`config.mk`:
```
export PLATFORM = sky130hd
export DESIGN_NAME = led_bit_code_encoder_flat
export DESIGN_NICKNAME = d
export VERILOG_FILES = /design/src/sv/lbce_pkg.sv /design/src/sv/lbce_if.sv /design/src/sv/lbce_front.sv /design/src/sv/lbce_fifo.sv /design/src/sv/lbce_back.sv /design/src/sv/led_bit_code_encoder.sv /design/src/flat_wrapper.sv
export VERILOG_INCLUDE_DIRS = /design/src /design/src/sv
export SDC_FILE = /design/constraint.sdc
export NUM_CORES = 1
export LEC_CHECK = 0
export CAP_MARGIN = 20
export CORE_AREA = 2 2 183 185
export DETAILED_ROUTE_END_ITERATION = 8
export DIE_AREA = 0 0 185 187
export DONT_BUFFER_PORTS = 1
export MAX_ROUTING_LAYER = met4
export PLACE_DENSITY = 0.61
export SLEW_MARGIN = 20
export SYNTH_ARGS = -nofsm -noshare
export SYNTH_HDL_FRONTEND = slang
export SYNTH_HIERARCHICAL = 1
export SYNTH_SLANG_ARGS = --single-unit
```
`constraint.sdc`:
```
create_clock -name clk -period 5.1 [get_ports clk]
set_input_delay 1.275 -clock clk [delete_from_list [all_inputs] [get_ports clk]]
set_output_delay 1.275 -clock clk [all_outputs]
set_load 0.02 [all_outputs]
```
`src/sv/assert_macros.svh`:
```
// assertion helpers shared by the rtl
`ifndef ASSERT_MACROS_SVH
`define ASSERT_MACROS_SVH

// checked on every edge outside reset
`define ASSERT_RULE(label, prop, msg) \
  label: assert property (@(posedge clk) disable iff (!rst_n) prop) else $error(msg);

// checked on the edge that follows a reset cycle
`define ASSERT_AFTER_RESET(label, cond, msg) \
  label: assert property (@(posedge clk) !rst_n |=> (cond)) else $error(msg);

`endif

```
`src/sv/lbce_pkg.sv`:
```
`default_nettype none

package lbce_pkg;

  localparam int CODE_WIDTH   = 16;
  localparam int VALUE_W      = 16;
  localparam int BRIGHT_W     = 9;
  localparam int CHAN_W       = 8;
  localparam int BITS_PER_ROW = 3 * CHAN_W;
  localparam int CNT_W        = $clog2(BITS_PER_ROW);
  localparam int Q_DEPTH      = 2;
  localparam int Q_PTR_W      = (Q_DEPTH > 1) ? $clog2(Q_DEPTH) : 1;
  localparam int Q_CNT_W      = $clog2(Q_DEPTH + 1);

  localparam logic [VALUE_W-1:0] CODE_MASK =
    (CODE_WIDTH >= VALUE_W) ? {VALUE_W{1'b1}} : VALUE_W'((64'd1 << CODE_WIDTH) - 64'd1);
  localparam logic [BRIGHT_W-1:0] BRIGHT_FULL = BRIGHT_W'(256);
  localparam logic [CNT_W-1:0]    LAST_BIT    = CNT_W'(BITS_PER_ROW - 1);

  typedef enum logic [1:0] {
    ACT_LIT   = 2'd0,
    ACT_DARK  = 2'd1,
    ACT_RESET = 2'd2
  } action_t;

  typedef enum logic [1:0] {
    REG_ZERO_CODE  = 2'd0,
    REG_ONE_CODE   = 2'd1,
    REG_BRIGHTNESS = 2'd2
  } cfg_idx_t;

  typedef enum logic [1:0] {
    ROW_LIT,
    ROW_DARK,
    ROW_BLANK
  } row_kind_t;

  typedef struct packed {
    row_kind_t                 kind;
    logic [BITS_PER_ROW-1:0]   word;
  } row_t;

  typedef struct packed {
    logic [VALUE_W-1:0] zero_code;
    logic [VALUE_W-1:0] one_code;
  } codes_t;

  typedef struct packed {
    logic full;
    logic valid;
  } q_stat_t;

  typedef struct packed {
    logic busy;
    logic finishing;
  } back_stat_t;

endpackage

`default_nettype wire

```
`src/sv/lbce_if.sv`:
```
`default_nettype none

interface lbce_in_if;
  logic       valid;
  logic       ready;
  logic [1:0] action;
  logic [7:0] red;
  logic [7:0] green;
  logic [7:0] blue;
  modport source (output valid, action, red, green, blue, input ready);
  modport sink   (input valid, action, red, green, blue, output ready);
endinterface

interface lbce_out_if;
  logic        valid;
  logic        ready;
  logic [15:0] compare_value;
  logic        last_of_run;
  modport source (output valid, compare_value, last_of_run, input ready);
  modport sink   (input valid, compare_value, last_of_run, output ready);
endinterface

interface lbce_cfg_if;
  logic        valid;
  logic        ready;
  logic [1:0]  index;
  logic [15:0] data;
  modport source (output valid, index, data, input ready);
  modport sink   (input valid, index, data, output ready);
endinterface

`default_nettype wire

```
`src/sv/lbce_front.sv`:
```
`default_nettype none

module lbce_front (
  lbce_in_if.sink                       in_ch,
  input  logic [lbce_pkg::BRIGHT_W-1:0] brightness,
  input  lbce_pkg::q_stat_t             q_stat,
  output logic                          push,
  output lbce_pkg::row_t                push_row
);
  import lbce_pkg::*;

  logic [CHAN_W+BRIGHT_W-1:0] prod_g;
  logic [CHAN_W+BRIGHT_W-1:0] prod_r;
  logic [CHAN_W+BRIGHT_W-1:0] prod_b;

  assign in_ch.ready = !q_stat.full;
  assign push        = in_ch.valid && in_ch.ready;

  // truncating q1.8 scale, brightness never exceeds full so the result fits 8 bits
  assign prod_g = {{BRIGHT_W{1'b0}}, in_ch.green} * {{CHAN_W{1'b0}}, brightness};
  assign prod_r = {{BRIGHT_W{1'b0}}, in_ch.red}   * {{CHAN_W{1'b0}}, brightness};
  assign prod_b = {{BRIGHT_W{1'b0}}, in_ch.blue}  * {{CHAN_W{1'b0}}, brightness};

  always_comb begin
    push_row.word = '0;
    unique case (in_ch.action)
      ACT_LIT: begin
        push_row.kind = ROW_LIT;
        push_row.word = {prod_g[2*CHAN_W-1:CHAN_W], prod_r[2*CHAN_W-1:CHAN_W],
                         prod_b[2*CHAN_W-1:CHAN_W]};
      end
      ACT_DARK: push_row.kind = ROW_DARK;
      default:  push_row.kind = ROW_BLANK;
    endcase
  end

endmodule

`default_nettype wire

```
`src/sv/lbce_fifo.sv`:
```
`default_nettype none

module lbce_fifo (
  input  logic              clk,
  input  logic              rst_n,
  input  logic              push,
  input  lbce_pkg::row_t    push_row,
  input  logic              pop,
  output lbce_pkg::row_t    head_row,
  output lbce_pkg::q_stat_t q_stat
);
  import lbce_pkg::*;

  row_t               mem_r [Q_DEPTH];
  logic [Q_PTR_W-1:0] wr_ptr_r, wr_ptr_nxt;
  logic [Q_PTR_W-1:0] rd_ptr_r, rd_ptr_nxt;
  logic [Q_CNT_W-1:0] cnt_r, cnt_nxt;

  assign head_row     = mem_r[rd_ptr_r];
  assign q_stat.full  = (cnt_r == Q_CNT_W'(Q_DEPTH));
  assign q_stat.valid = (cnt_r != '0);

  always_comb begin
    wr_ptr_nxt = wr_ptr_r;
    rd_ptr_nxt = rd_ptr_r;
    cnt_nxt    = cnt_r;
    if (push) begin
      wr_ptr_nxt = (wr_ptr_r == Q_PTR_W'(Q_DEPTH - 1)) ? '0 : wr_ptr_r + 1'b1;
    end
    if (pop) begin
      rd_ptr_nxt = (rd_ptr_r == Q_PTR_W'(Q_DEPTH - 1)) ? '0 : rd_ptr_r + 1'b1;
    end
    if (push && !pop) begin
      cnt_nxt = cnt_r + 1'b1;
    end else if (pop && !push) begin
      cnt_nxt = cnt_r - 1'b1;
    end
  end

  always_ff @(posedge clk) begin
    if (!rst_n) begin
      wr_ptr_r <= '0;
      rd_ptr_r <= '0;
      cnt_r    <= '0;
    end else begin
      wr_ptr_r <= wr_ptr_nxt;
      rd_ptr_r <= rd_ptr_nxt;
      cnt_r    <= cnt_nxt;
    end
  end

  always_ff @(posedge clk) begin
    if (push) begin
      mem_r[wr_ptr_r] <= push_row;
    end
  end

endmodule

`default_nettype wire

```
`src/sv/lbce_back.sv`:
```
`default_nettype none

module lbce_back (
  input  logic                 clk,
  input  logic                 rst_n,
  input  lbce_pkg::codes_t     codes,
  input  lbce_pkg::q_stat_t    q_stat,
  input  lbce_pkg::row_t       head_row,
  output logic                 pop,
  output lbce_pkg::back_stat_t back_stat,
  lbce_out_if.source           out_ch
);
  import lbce_pkg::*;

  logic                    busy_r, busy_nxt;
  logic [CNT_W-1:0]        cnt_r, cnt_nxt;
  row_kind_t               kind_r, kind_nxt;
  logic [BITS_PER_ROW-1:0] word_r, word_nxt;
  logic                    out_valid_r, out_valid_nxt;
  logic [VALUE_W-1:0]      value_r, value_nxt;
  logic                    last_r, last_nxt;
  logic                    advance;
  logic                    at_last;
  logic [VALUE_W-1:0]      slot_value;

  assign advance = busy_r && (!out_valid_r || out_ch.ready);
  assign at_last = (cnt_r == LAST_BIT);
  // the next row loads on the cycle the current one sends its last slot
  assign pop     = q_stat.valid && (!busy_r || (advance && at_last));

  assign back_stat.busy      = busy_r;
  assign back_stat.finishing = advance && at_last;

  always_comb begin
    unique case (kind_r)
      ROW_LIT:  slot_value = word_r[BITS_PER_ROW-1] ? codes.one_code : codes.zero_code;
      ROW_DARK: slot_value = codes.zero_code;
      default:  slot_value = '0;
    endcase
  end

  always_comb begin
    busy_nxt = busy_r;
    cnt_nxt  = cnt_r;
    kind_nxt = kind_r;
    word_nxt = word_r;
    if (pop) begin
      busy_nxt = 1'b1;
      cnt_nxt  = '0;
      kind_nxt = head_row.kind;
      word_nxt = head_row.word;
    end else if (advance) begin
      word_nxt = {word_r[BITS_PER_ROW-2:0], 1'b0};
      cnt_nxt  = cnt_r + 1'b1;
      if (at_last) begin
        busy_nxt = 1'b0;
      end
    end
  end

  always_comb begin
    out_valid_nxt = out_valid_r;
    value_nxt     = value_r;
    last_nxt      = last_r;
    if (advance) begin
      out_valid_nxt = 1'b1;
      value_nxt     = slot_value;
      last_nxt      = at_last;
    end else if (out_ch.ready) begin
      out_valid_nxt = 1'b0;
    end
  end

  always_ff @(posedge clk) begin
    if (!rst_n) begin
      busy_r      <= 1'b0;
      cnt_r       <= '0;
      out_valid_r <= 1'b0;
    end else begin
      busy_r      <= busy_nxt;
      cnt_r       <= cnt_nxt;
      out_valid_r <= out_valid_nxt;
    end
  end

  always_ff @(posedge clk) begin
    kind_r  <= kind_nxt;
    word_r  <= word_nxt;
    value_r <= value_nxt;
    last_r  <= last_nxt;
  end

  assign out_ch.valid         = out_valid_r;
  assign out_ch.compare_value = value_r;
  assign out_ch.last_of_run   = last_r;

endmodule

`default_nettype wire

```
`src/sv/led_bit_code_encoder.sv`:
```
// led bit-code encoder: turns one row request into 24 timer compare values
// in_ch: row requests (action, red, green, blue), taken when valid and ready
//   action lit scales each channel by brightness, dark sends 24 zero codes,
//   reset row (and the unused code) sends 24 zeros
// out_ch: one compare value per transfer, green red blue msb first,
//   last_of_run set on the 24th value of each row
// cfg_ch: index 0 zero code, 1 one code, 2 brightness (q1.8, above 256 is
//   held at 256), other indexes dropped; ready is always high, write only
//   while no row is in flight
// a row's first value goes through the row queue, the serializer and the output register
// throughput: one value per cycle from the bit serializer while out_ch is ready;
//   a two-entry row queue lets requests arrive while a row is being sent
// a stalled receiver holds the output register and the serializer, then the
//   queue fills and in_ch.ready drops
// reset: codes go to 0, brightness to full, queue and serializer empty
`default_nettype none

module led_bit_code_encoder (
  input  logic       clk,
  input  logic       rst_n,
  lbce_in_if.sink    in_ch,
  lbce_out_if.source out_ch,
  lbce_cfg_if.sink   cfg_ch
);
  import lbce_pkg::*;
  `include "assert_macros.svh"

  logic [VALUE_W-1:0]  zero_code_r, zero_code_nxt;
  logic [VALUE_W-1:0]  one_code_r, one_code_nxt;
  logic [BRIGHT_W-1:0] bright_r, bright_nxt;
  logic [BRIGHT_W-1:0] bright_wr;
  logic                cfg_fire;

  logic       push;
  row_t       push_row;
  row_t       head_row;
  logic       pop;
  q_stat_t    q_stat;
  back_stat_t back_stat;
  codes_t     codes;

  assign cfg_ch.ready = 1'b1;
  assign cfg_fire     = cfg_ch.valid && cfg_ch.ready;
  assign bright_wr    = cfg_ch.data[BRIGHT_W-1:0];

  always_comb begin
    zero_code_nxt = zero_code_r;
    one_code_nxt  = one_code_r;
    bright_nxt    = bright_r;
    if (cfg_fire) begin
      unique case (cfg_ch.index)
        REG_ZERO_CODE:  zero_code_nxt = cfg_ch.data & CODE_MASK;
        REG_ONE_CODE:   one_code_nxt  = cfg_ch.data & CODE_MASK;
        REG_BRIGHTNESS: bright_nxt    = (bright_wr > BRIGHT_FULL) ? BRIGHT_FULL : bright_wr;
        default: ;
      endcase
    end
  end

  always_ff @(posedge clk) begin
    if (!rst_n) begin
      zero_code_r <= '0;
      one_code_r  <= '0;
      bright_r    <= BRIGHT_FULL;
    end else begin
      zero_code_r <= zero_code_nxt;
      one_code_r  <= one_code_nxt;
      bright_r    <= bright_nxt;
    end
  end

  assign codes.zero_code = zero_code_r;
  assign codes.one_code  = one_code_r;

  lbce_front u_front (
    .in_ch      (in_ch),
    .brightness (bright_r),
    .q_stat     (q_stat),
    .push       (push),
    .push_row   (push_row)
  );

  lbce_fifo u_fifo (
    .clk      (clk),
    .rst_n    (rst_n),
    .push     (push),
    .push_row (push_row),
    .pop      (pop),
    .head_row (head_row),
    .q_stat   (q_stat)
  );

  lbce_back u_back (
    .clk       (clk),
    .rst_n     (rst_n),
    .codes     (codes),
    .q_stat    (q_stat),
    .head_row  (head_row),
    .pop       (pop),
    .back_stat (back_stat),
    .out_ch    (out_ch)
  );

  `ASSERT_RULE(a_push_room, push |-> !q_stat.full, "row pushed into a full queue")
  `ASSERT_RULE(a_pop_data, pop |-> q_stat.valid, "row popped from an empty queue")
  `ASSERT_RULE(a_pop_slot, pop |-> (!back_stat.busy || back_stat.finishing), "row loaded mid-run")
  `ASSERT_AFTER_RESET(a_reset_out, !out_ch.valid, "output valid right after reset")

endmodule

`default_nettype wire

```
`src/flat_wrapper.sv`:
```
// flat-port wrapper written by rule: the top's interface ports become plain ports
module led_bit_code_encoder_flat import lbce_pkg::*;
  (clk, rst_n, in_ch_valid, in_ch_action, in_ch_red, in_ch_green, in_ch_blue, in_ch_ready, out_ch_valid, out_ch_compare_value, out_ch_last_of_run, out_ch_ready, cfg_ch_valid, cfg_ch_index, cfg_ch_data, cfg_ch_ready);
  lbce_in_if in_ch_i ();
  lbce_out_if out_ch_i ();
  lbce_cfg_if cfg_ch_i ();
  input  logic clk;
  input  logic rst_n;
  input wire logic [$bits(in_ch_i.valid)-1:0] in_ch_valid;
  input wire logic [$bits(in_ch_i.action)-1:0] in_ch_action;
  input wire logic [$bits(in_ch_i.red)-1:0] in_ch_red;
  input wire logic [$bits(in_ch_i.green)-1:0] in_ch_green;
  input wire logic [$bits(in_ch_i.blue)-1:0] in_ch_blue;
  output wire logic [$bits(in_ch_i.ready)-1:0] in_ch_ready;
  output wire logic [$bits(out_ch_i.valid)-1:0] out_ch_valid;
  output wire logic [$bits(out_ch_i.compare_value)-1:0] out_ch_compare_value;
  output wire logic [$bits(out_ch_i.last_of_run)-1:0] out_ch_last_of_run;
  input wire logic [$bits(out_ch_i.ready)-1:0] out_ch_ready;
  input wire logic [$bits(cfg_ch_i.valid)-1:0] cfg_ch_valid;
  input wire logic [$bits(cfg_ch_i.index)-1:0] cfg_ch_index;
  input wire logic [$bits(cfg_ch_i.data)-1:0] cfg_ch_data;
  output wire logic [$bits(cfg_ch_i.ready)-1:0] cfg_ch_ready;
  assign in_ch_i.valid = in_ch_valid;
  assign in_ch_i.action = in_ch_action;
  assign in_ch_i.red = in_ch_red;
  assign in_ch_i.green = in_ch_green;
  assign in_ch_i.blue = in_ch_blue;
  assign in_ch_ready = in_ch_i.ready;
  assign out_ch_valid = out_ch_i.valid;
  assign out_ch_compare_value = out_ch_i.compare_value;
  assign out_ch_last_of_run = out_ch_i.last_of_run;
  assign out_ch_i.ready = out_ch_ready;
  assign cfg_ch_i.valid = cfg_ch_valid;
  assign cfg_ch_i.index = cfg_ch_index;
  assign cfg_ch_i.data = cfg_ch_data;
  assign cfg_ch_ready = cfg_ch_i.ready;
  led_bit_code_encoder u_core (.clk(clk), .rst_n(rst_n), .in_ch(in_ch_i), .out_ch(out_ch_i), .cfg_ch(cfg_ch_i));
endmodule
```
# Yosys cells after proc, flatten, opt, wreduce, memory -nomap -nowiden

Memories as Yosys holds them, arrays and structs flattened. A register that Yosys moved wholly into a read port is not among the register bits.
Index checks and enable logic that the tools add are counted.

RAM bits: 52
Memories: 1
Logic and storage cells: 76
Output and inout port bits: 20
Input port bits: 49
Flip-flop bits (word level): 95

Memories:

| memory              | depth | width | read ports | clocked after Yosys merged registers in | write ports | line            | text |
|---|---|---|---|---|---|---|---|
| u_core.u_fifo.mem_r | 2     | 26    | 1          | 1                                       | 1           | lbce_fifo.sv:14 | `row_t mem_r [Q_DEPTH];` |

Bitwise logic cells: 1
Reduce and logical (&&, ||, !) cells: 26
Multiply operators: 3
Mux-type cells: 20
Order comparisons: 1
Equality and inequality tests: 6
Add/sub/neg operators: 5

Operators with widths:

| operator            | number |
|---|---|
| $mux 24             | 3 |
| $mul 8x9->16        | 3 |
| $pmux 16 s2         | 1 |
| $mux 16             | 1 |
| $mux 1              | 11 |
| $reduce_bool 2->1   | 5 |
| $gt 9x9->1 const B  | 1 |
| $mux 9              | 1 |
| $reduce_and 2->1    | 4 |
| $eq 2x1->1 const B  | 3 |
| $logic_and 1x1->1   | 6 |
| $logic_not 2->1     | 3 |
| $add 5x1->5 const B | 1 |
| $eq 5x5->1 const B  | 1 |
| $logic_not 1->1     | 5 |
| $eq 2x2->1 const B  | 2 |
| $mux 2              | 2 |
| $pmux 2 s2          | 1 |
| $add 1x1->1 const B | 2 |
| $add 2x1->2 const B | 1 |
| $logic_or 1x1->1    | 2 |
| $reduce_or 2->1     | 1 |
| $sub 2x1->2 const B | 1 |
| $not 1->1           | 1 |

# Longest topological paths before layout

Depth after elaboration: 9
Mapped depth: 17
Depth with buffers taken out: 15

# Hierarchy

Netlist, hierarchy kept.

By module, submodules not included:

| module               | cells each | times used | area an instance (sq um) | seq. area each (sq um) |
|---|---|---|---|---|
| lbce_front           | 808        | 1          | 6850.3                   | 0.0 |
| lbce_back            | 171        | 1          | 2275.9                   | 1431.4 |
| lbce_fifo            | 103        | 1          | 2103.3                   | 1661.6 |
| led_bit_code_encoder | 165        | 1          | 1656.6                   | 820.8 |

# Worst setup path before layout

OpenSTA, ideal clock, no wires.

Path kind: input -> register
Start point: input in_ch_blue[2]
End point: memory u_core/u_fifo/mem_r[0][6] (netlist bit) (data pin)
Stages: 13
Data arrival time: 4.845 ns
Setup slack: -0.010 ns
Library setup time: 0.265 ns
Path through: and2_1 > fa_1 > fa_1 > fa_1 > inv_1 > fa_1 > inv_1 > ha_1 > and3_1 > and3_4 > a21o_4 > and2_0 > a221o_1

RTL lines:

| what               | line               | text |
|---|---|---|
| start: declaration | flat_wrapper.sv:13 | `input wire logic [$bits(in_ch_i.blue)-1:0] in_ch_blue;` |
| end: declaration   | lbce_fifo.sv:14    |  |

==> results.py <==
metrics = {
    "grt": {
        "grt_pass1_wl_um": 44500,
        "grt_max_degree": 74,
        "grt_pass1_vias": 8540,
        "grt_overflow": 0,
        "antenna_found_initial": 0,
        "grt_util_all_layers_pct": 16.8,
    },
    "power_and_ir_drop": {
        "ir_drop_uv": 255,
        "leakage_nw": 6.52,
        "powerDensity_nw_per_um2": 284,
        "finalPower_mw": 4.00,
    },
    "logic_synthesis": {
        "synth_fp_nets": 1512,
        "syn_inst": 1245,
        "syn_area_per_cell_um2": 10.3,
        "netlist_area_um2": 12900,
        "synth_warnings": 6,
    },
    "routing": {
        "drt_first_iter_violations": 460,
        "drc_errors": 0,
        "vias": 8344,
        "drt-pass1-iter-count": 4,
        "wl_um": 27000,
        "ant_nets": 0,
        "post_drt_wl_per_cell_um": 15.7,
        "vias_per_cell": 4.85,
    },
    "clocking": {
        "root_buffer": "clkbuf_16",
        "cts_tree": "built",
        "path_clk_slew_ns": 0.06,
        "h-tree-depth": 4,
        "cts_hold_buf": 0,
        "cts.sinks": 148,
        "ctsLongestPathBuffers": 2,
        "clock_latency_ns": 0.42,
        "cts_buffers": 17,
    },
    "run": {
        "maxCapViolations": 0,
    },
    "worst_hold_path": {
        "min_path_cells": 2,
        "min_path_type": "reg2reg",
    },
    "sta": {
        "fmax_mhz": 210,
        "worst_pin_slew_ns": 0.852,
        "min_period_over_period_pct": 93.4,
        "finalClockSkew_ns": 0.00860,
        "hold_viol_final": 0,
        "setup_ws_ns": 0.336,
        "finalSetupViolCount": 0,
        "slew_headroom_pct": 43.1,
        "rsz0062_at_grt": "false",
        "drv_slew": 0,
        "layout_min_cycle_time_ns": 4.76,
    },
    "finish": {
        "final_core_util_pct": 42.9,
        "final_common_cell": "inv_1",
        "layout.nets": 1525,
        "final_cell_mix": "175 x inv_1, 168 x and2_1, 156 x nand2_1",
        "area_growth_pct": 9.49,
        "drive_gt1_share_pct": 12.0,
        "insertedDiodeCount": 0,
    },
    "critical_path": {
        "crit_slowest_cell": "dfxtp_1",
        "crit_type": "reg2reg",
        "cp.depth": 14,
        "crit_fanout": 12,
        "crit_arrival_ns": 5.01,
        "endpoint_kind": "flip-flop",
        "r2r_cells": 14,
        "rrSetupSlack_ns": 0.34,
        "crit_family": "adder cells",
        "cp_data_required_time_ns": 5.35,
        "max_stage_delay_ns": 0.72,
        "path_cells": "buf_4 > and2_1 > fa_1 > fa_1 > fa_1 > inv_1 > fa_1 > inv_1 > ha_1 > a21oi_1 > o21ai_1 > a221o_1 > a21oi_1 > mux2i_1",
        "crit_buf_inv": 3,
        "cp-start-kind": "flip-flop",
        "crit_path_frequent_cell": "fa_1",
    },
    "floorplanning": {
        "die_w_um": 185,
        "start_util_pct": 39.2,
        "pin_count": 69,
        "dieHeight_um": 187,
        "die_area_um2": 34600,
        "fp-row-count": 67,
        "core_um2": 32900,
    },
    "outcome": {
        "status": "finished, final reports clean",
    },
    "placement": {
        "place_hpwl_um": 20000,
        "gp_congestion": 0.851,
        "place_ws_ns": -0.0932,
        "port_buffers": 0,
    },
}
==> worst paths after layout <==
check,start,endpoint
worst max register to register,u_core/bright_r[3],u_core/u_fifo/mem_r[0][15]
worst max-delay path,u_core/bright_r[3],u_core/u_fifo/mem_r[0][15]
worst min register to register,u_core/zero_code_r[3],u_core/zero_code_r[3]
worst min-delay path,u_core/zero_code_r[3],u_core/zero_code_r[3]
==> power by group <==
| part | switching, mW | internal, mW | leakage (nW) |
|---|---|---|---|
| Combinational | 0.529 | 0.479 | 4.88 |
| Sequential | 0.150 | 1.61 | 1.35 |
| Clock | 0.498 | 0.733 | 0.293 |
==> state kept, by name (all words and copies together), names as in the netlist, named ones only <==
signal,count
u_core/u_fifo/mem_r,52
u_core/u_back/word_r,24
u_core/one_code_r,16
u_core/u_back/out_ch.compare_value,16
u_core/zero_code_r,16
u_core/bright_r,9
u_core/u_back/cnt_r,5
u_core/u_back/kind_r,2
u_core/u_fifo/cnt_r,2
u_core/u_back/busy_r,1
u_core/u_back/out_ch.last_of_run,1
u_core/u_back/out_ch.valid,1
u_core/u_fifo/rd_ptr_r,1
u_core/u_fifo/wr_ptr_r,1
==> area by class of cell <==
| type | instances | area, µm² |
|---|---|---|
| fillers | 3191 | 18800 |
| multi-input cells | 870 | 8010 |
| flip-flops and latches | 148 | 3920 |
| inverters | 175 | 657 |
| well taps | 448 | 561 |
| clock buffers | 20 | 478 |
| repair buffers | 46 | 353 |
| clock inverters | 12 | 119 |
==> metrics by stage <==
step | area [µm²] | std cells | setup TNS, ns | hold slack, ns
after detailed placement | 13500 | 1686 | -0.294 | 0.448
final | 14100 | 1719 | 0 | 0.458
after floorplan | 12900 | 1245 | 0 | 0.435
after CTS | 14100 | 1718 | 0 | 0.459
after global placement | 13500 | 1686 | -0.126 | 0.445
after global routing | 14100 | 1719 | 0 | 0.480
==> repair_timing <==
action,4_1_cts,5_1_grt
setup buffers,0,0
setup endpoints to repair,0,2
gates resized for setup,0,2
==> worst min-delay path, cell delays in order (launching register included) <==
cell	delay [ns]
dfxtp_1	0.31
nand2_1	0.05
mux2i_1	0.05
==> metal layers <==
| metal | vias up | routed length (µm) | global-route usage (%) |
|---|---|---|---|
| li1 | 4095 | - | - |
| met1 | 4085 | 13300 | 23.1 |
| met2 | 137 | 12200 | 25.7 |
| met3 | 27 | 976 | 2.71 |
| met4 | 0 | 400 | 4.52 |
| met5 | - | 0 | - |
Note: power is estimated with default switching activity, not from simulation.
